$ cat config.mk
export PLATFORM = sky130hd
export DESIGN_NAME = chs_ram
export DESIGN_NICKNAME = d
export VERILOG_FILES = /design/src/rtl/chs_ram.sv
export SDC_FILE = /design/constraint.sdc
export NUM_CORES = 1
export LEC_CHECK = 0
export BUFFER_PORTS_ARGS = -buffer_cell sky130_fd_sc_hd__buf_2
export CORE_UTILIZATION = 55
export DETAILED_ROUTE_END_ITERATION = 8
export HOLD_SLACK_MARGIN = 0.03
export PLACE_DENSITY = 0.72
export SYNTH_ARGS = -nofsm -noshare
export SYNTH_HDL_FRONTEND = slang
export SYNTH_SLANG_ARGS = --single-unit
$ cat constraint.sdc
create_clock -name clk -period 2.1 [get_ports clk]
set_clock_uncertainty 0.15 [all_clocks]
set_input_delay 0 -clock clk [delete_from_list [all_inputs] [get_ports clk]]
set_output_delay 0 -clock clk [all_outputs]
set_load 0.02 [all_outputs]
$ cat src/rtl/chs_ram.sv
`timescale 1ns / 1ps
// ----------------------------------------------------------------------------
// chs_ram: generic single-port ram
// one access a cycle: read every cycle, written when we is set, registered read data
// ----------------------------------------------------------------------------
module chs_ram #(
	parameter int WIDTH = 8,
	parameter int DEPTH = 16
) (
	input  logic                     clk,
	input  logic                     we,
	input  logic [$clog2(DEPTH)-1:0] addr,
	input  logic [WIDTH-1:0]         wdata,
	output logic [WIDTH-1:0]         rdata
);

	logic [WIDTH-1:0] mem [DEPTH];

	always_ff @(posedge clk) begin
		if (we) begin
			mem[addr] <= wdata;
		end
		rdata <= mem[addr];
	end

endmodule

==> flow_summary.json <==
{
  "syn-cell-area_sq_um": 5070,
  "start_kind": "input port",
  "die_w_microns": 98.0,
  "area_delta_synth_final_pct": 21.8,
  "p_seq_frac": 0.481,
  "start_util": 0.575,
  "multi_input_area_sq_um": 1000,
  "setup_viol": 0,
  "register_area_sq_um": 4000,
  "maxCapViolCount": 0,
  "die_h_microns": 98.0,
  "cts.path.max_buffers": 2,
  "path_class": "in -> reg",
  "whs_ns": 0.134,
  "synth-seq-cells": 136,
  "critPathCaptureType": "flop",
  "fp-row-count": 34,
  "ant_nets": 0,
  "port_buffers": 21,
  "cts.clk_slew.worst_paths_ns": 0.06,
  "nNetsFinal": 308,
  "layout_common_cells": "128 x edfxtp_1, 32 x mux4_2, 21 x buf_2, 20 x buf_4",
  "syn_nets": 244,
  "syn_inst": 230,
  "core_area_sq_um": 8810,
  "placed_cells": 370,
  "final_common_cell": "edfxtp_1",
  "rr_worst_depth": 3,
  "drt-initial-drc-count": 138,
  "critPathLaunch": "addr[2]",
  "regToRegStartpoint": "mem[2][2]",
  "pwr-share-clk": 0.468,
  "seq_area_frac_synth": 0.790,
  "fmax_mhz": 580,
  "power.switching_mw": 1.27,
  "cts_resized": 0,
  "rsz0062_at_grt": "false",
  "antenna_found_initial": 0,
  "cts_made_buffers": 17,
  "overflow": 0,
  "status": "finished, violations left",
  "grt_pass1_vias": 2631,
  "finalMaxSlewViolations": 0,
  "postCtsSetupRepairBufs": 0,
  "r2r-end": "rdata[2]",
  "endpoint": "rdata[4]",
  "rrSetupSlack_ns": 0.60,
  "tightest_slew_ns": 0.770,
  "hold_class": "in -> reg",
  "required_ns": 2.41,
  "clock_latency_ns": 0.53,
  "syn_avg_cell_area_sq_um": 22.0,
  "dpl_cell_area_sq_um": 5440,
  "drc": 2,
  "nFillCells": 542,
  "vias_per_cell": 5.88,
  "drive_above_1_share": 0.349,
  "finalNonFillerCells": 415,
  "place_hpwl_mm": 6.09,
  "globalplace.congestion": 0.741,
  "synth.distinct_cells": 18,
  "grt_max_degree": 40,
  "cts_tree": "built",
  "dr.pass1.iters": 6,
  "powerDensity_nw_per_um2": 1030,
  "finalWorstSetupSlack_ns": 0.377,
  "dr_total_vias": 2441,
  "wire_per_inst_microns": 23.0,
  "power.total_mw": 6.34,
  "routed_wl_mm": 9.53,
  "dieArea_sq_um": 9600,
  "finalCriticalPeriod_ns": 1.72,
  "io_pins": 22,
  "htreeDepth": 4,
  "power_frac_comb": 0.051,
  "p_int_mw": 5.07,
  "diodes": 0,
  "fin_crit_sh": 0.820,
  "hold_viol": 0,
  "dp_slack_ns": 0.427,
  "ir_drop_mv": 0.547,
  "cts_sinks": 136,
  "grt_pass1_wl_mm": 14.9,
  "p_leak_nw": 2.08,
  "p_sw_frac": 0.200,
  "setup-tns-final_ns": 0,
  "stdcell_area_sq_um": 6170,
  "max-slew-margin-rel": 0.486,
  "track_usage": 0.223,
  "crit_path_max_fanout": 8,
  "arrival_ns": 2.04,
  "ys_warn_count": 0,
  "fin_util": 0.701,
  "cts-root-buf": "clkbuf_8",
  "violations": "design-rule violations"
}
[critical path: stages]
cell	delay, ns
dlygate4sd3_1	0.52
buf_2	0.20
nor2b_1	0.47
dlygate4sd3_1	0.66
a22oi_1	0.08
nand2_1	0.10
[final cells by class]
type	instances	share of cell area
flip-flops and latches	136	0.649
multi-input cells	83	0.163
well taps	108	0.0219
clock inverters	11	0.0237
repair buffers	56	0.0689
clock buffers	21	0.0744
[cell usage after synthesis]
cell type / instances / area (sq um)
edfxtp_1: 128 / 3840
mux4_2: 32 / 721
a22oi_1: 16 / 120
nor2_1: 13 / 48.8
nand2_1: 9 / 33.8
dfxtp_1: 8 / 160
buf_1: 4 / 15.0
nor3_1: 4 / 20.0
buf_2: 2 / 10.0
buf_6: 2 / 22.5
clkbuf_1: 2 / 7.51
nand2b_1: 2 / 12.5
nand3b_1: 2 / 15.0
nor2b_1: 2 / 12.5
and2_1: 1 / 6.26
clkbuf_2: 1 / 5.00
nand3_1: 1 / 5.00
or3b_2: 1 / 8.76
[sequential cells by signal (all words and copies together) (netlist names)]
name,cells
mem,128
rdata,8
[cell families (layout without fill, tap and decap cells)]
group | after synthesis | after routing | synth area share
simple gates | 35 | 35 | 0.0321
compound gates | 16 | 16 | 0.0237
buf+inv | 11 | 88 | 0.0119
mux | 32 | 32 | 0.142
flops | 136 | 136 | 0.790
[worst min-delay path by stage]
stage,from,to,cells after the start
after floorplan,wdata[0],mem[0][0],0
after global placement,wdata[0],mem[9][0],1
after detailed placement,wdata[0],mem[9][0],1
after CTS,addr[0],rdata[5],5
after global routing,addr[0],rdata[5],5
final,addr[0],rdata[0],5
[power by group through the flow]
stage | Sequential (mW) | Combinational (mW) | Clock, mW
2_1_floorplan | 3.13 | 0.156 | 0
5_1_grt | 3.06 | 0.343 | 3.13
3_5_place_dp | 3.11 | 0.302 | 0
4_1_cts | 3.06 | 0.322 | 3.01
3_3_place_gp | 3.11 | 0.292 | 0
6_report | 3.05 | 0.321 | 2.97
[timing repair]
| action | 4_1_cts | 5_1_grt |
|---|---|---|
| endpoints found under the setup margin | 0 | 0 |
| endpoints found under the hold margin | 193 | 0 |
| hold buffers | 13 | 0 |
[per-layer routing]
layer  vias up  track usage  share of wire
met5         -            0              0
met4         0        0.125          0.025
met3        18       0.0480          0.043
met2        75        0.360           0.51
met1      1255        0.285           0.42
li1       1093            -              -
(Power assumes the default switching activity.)
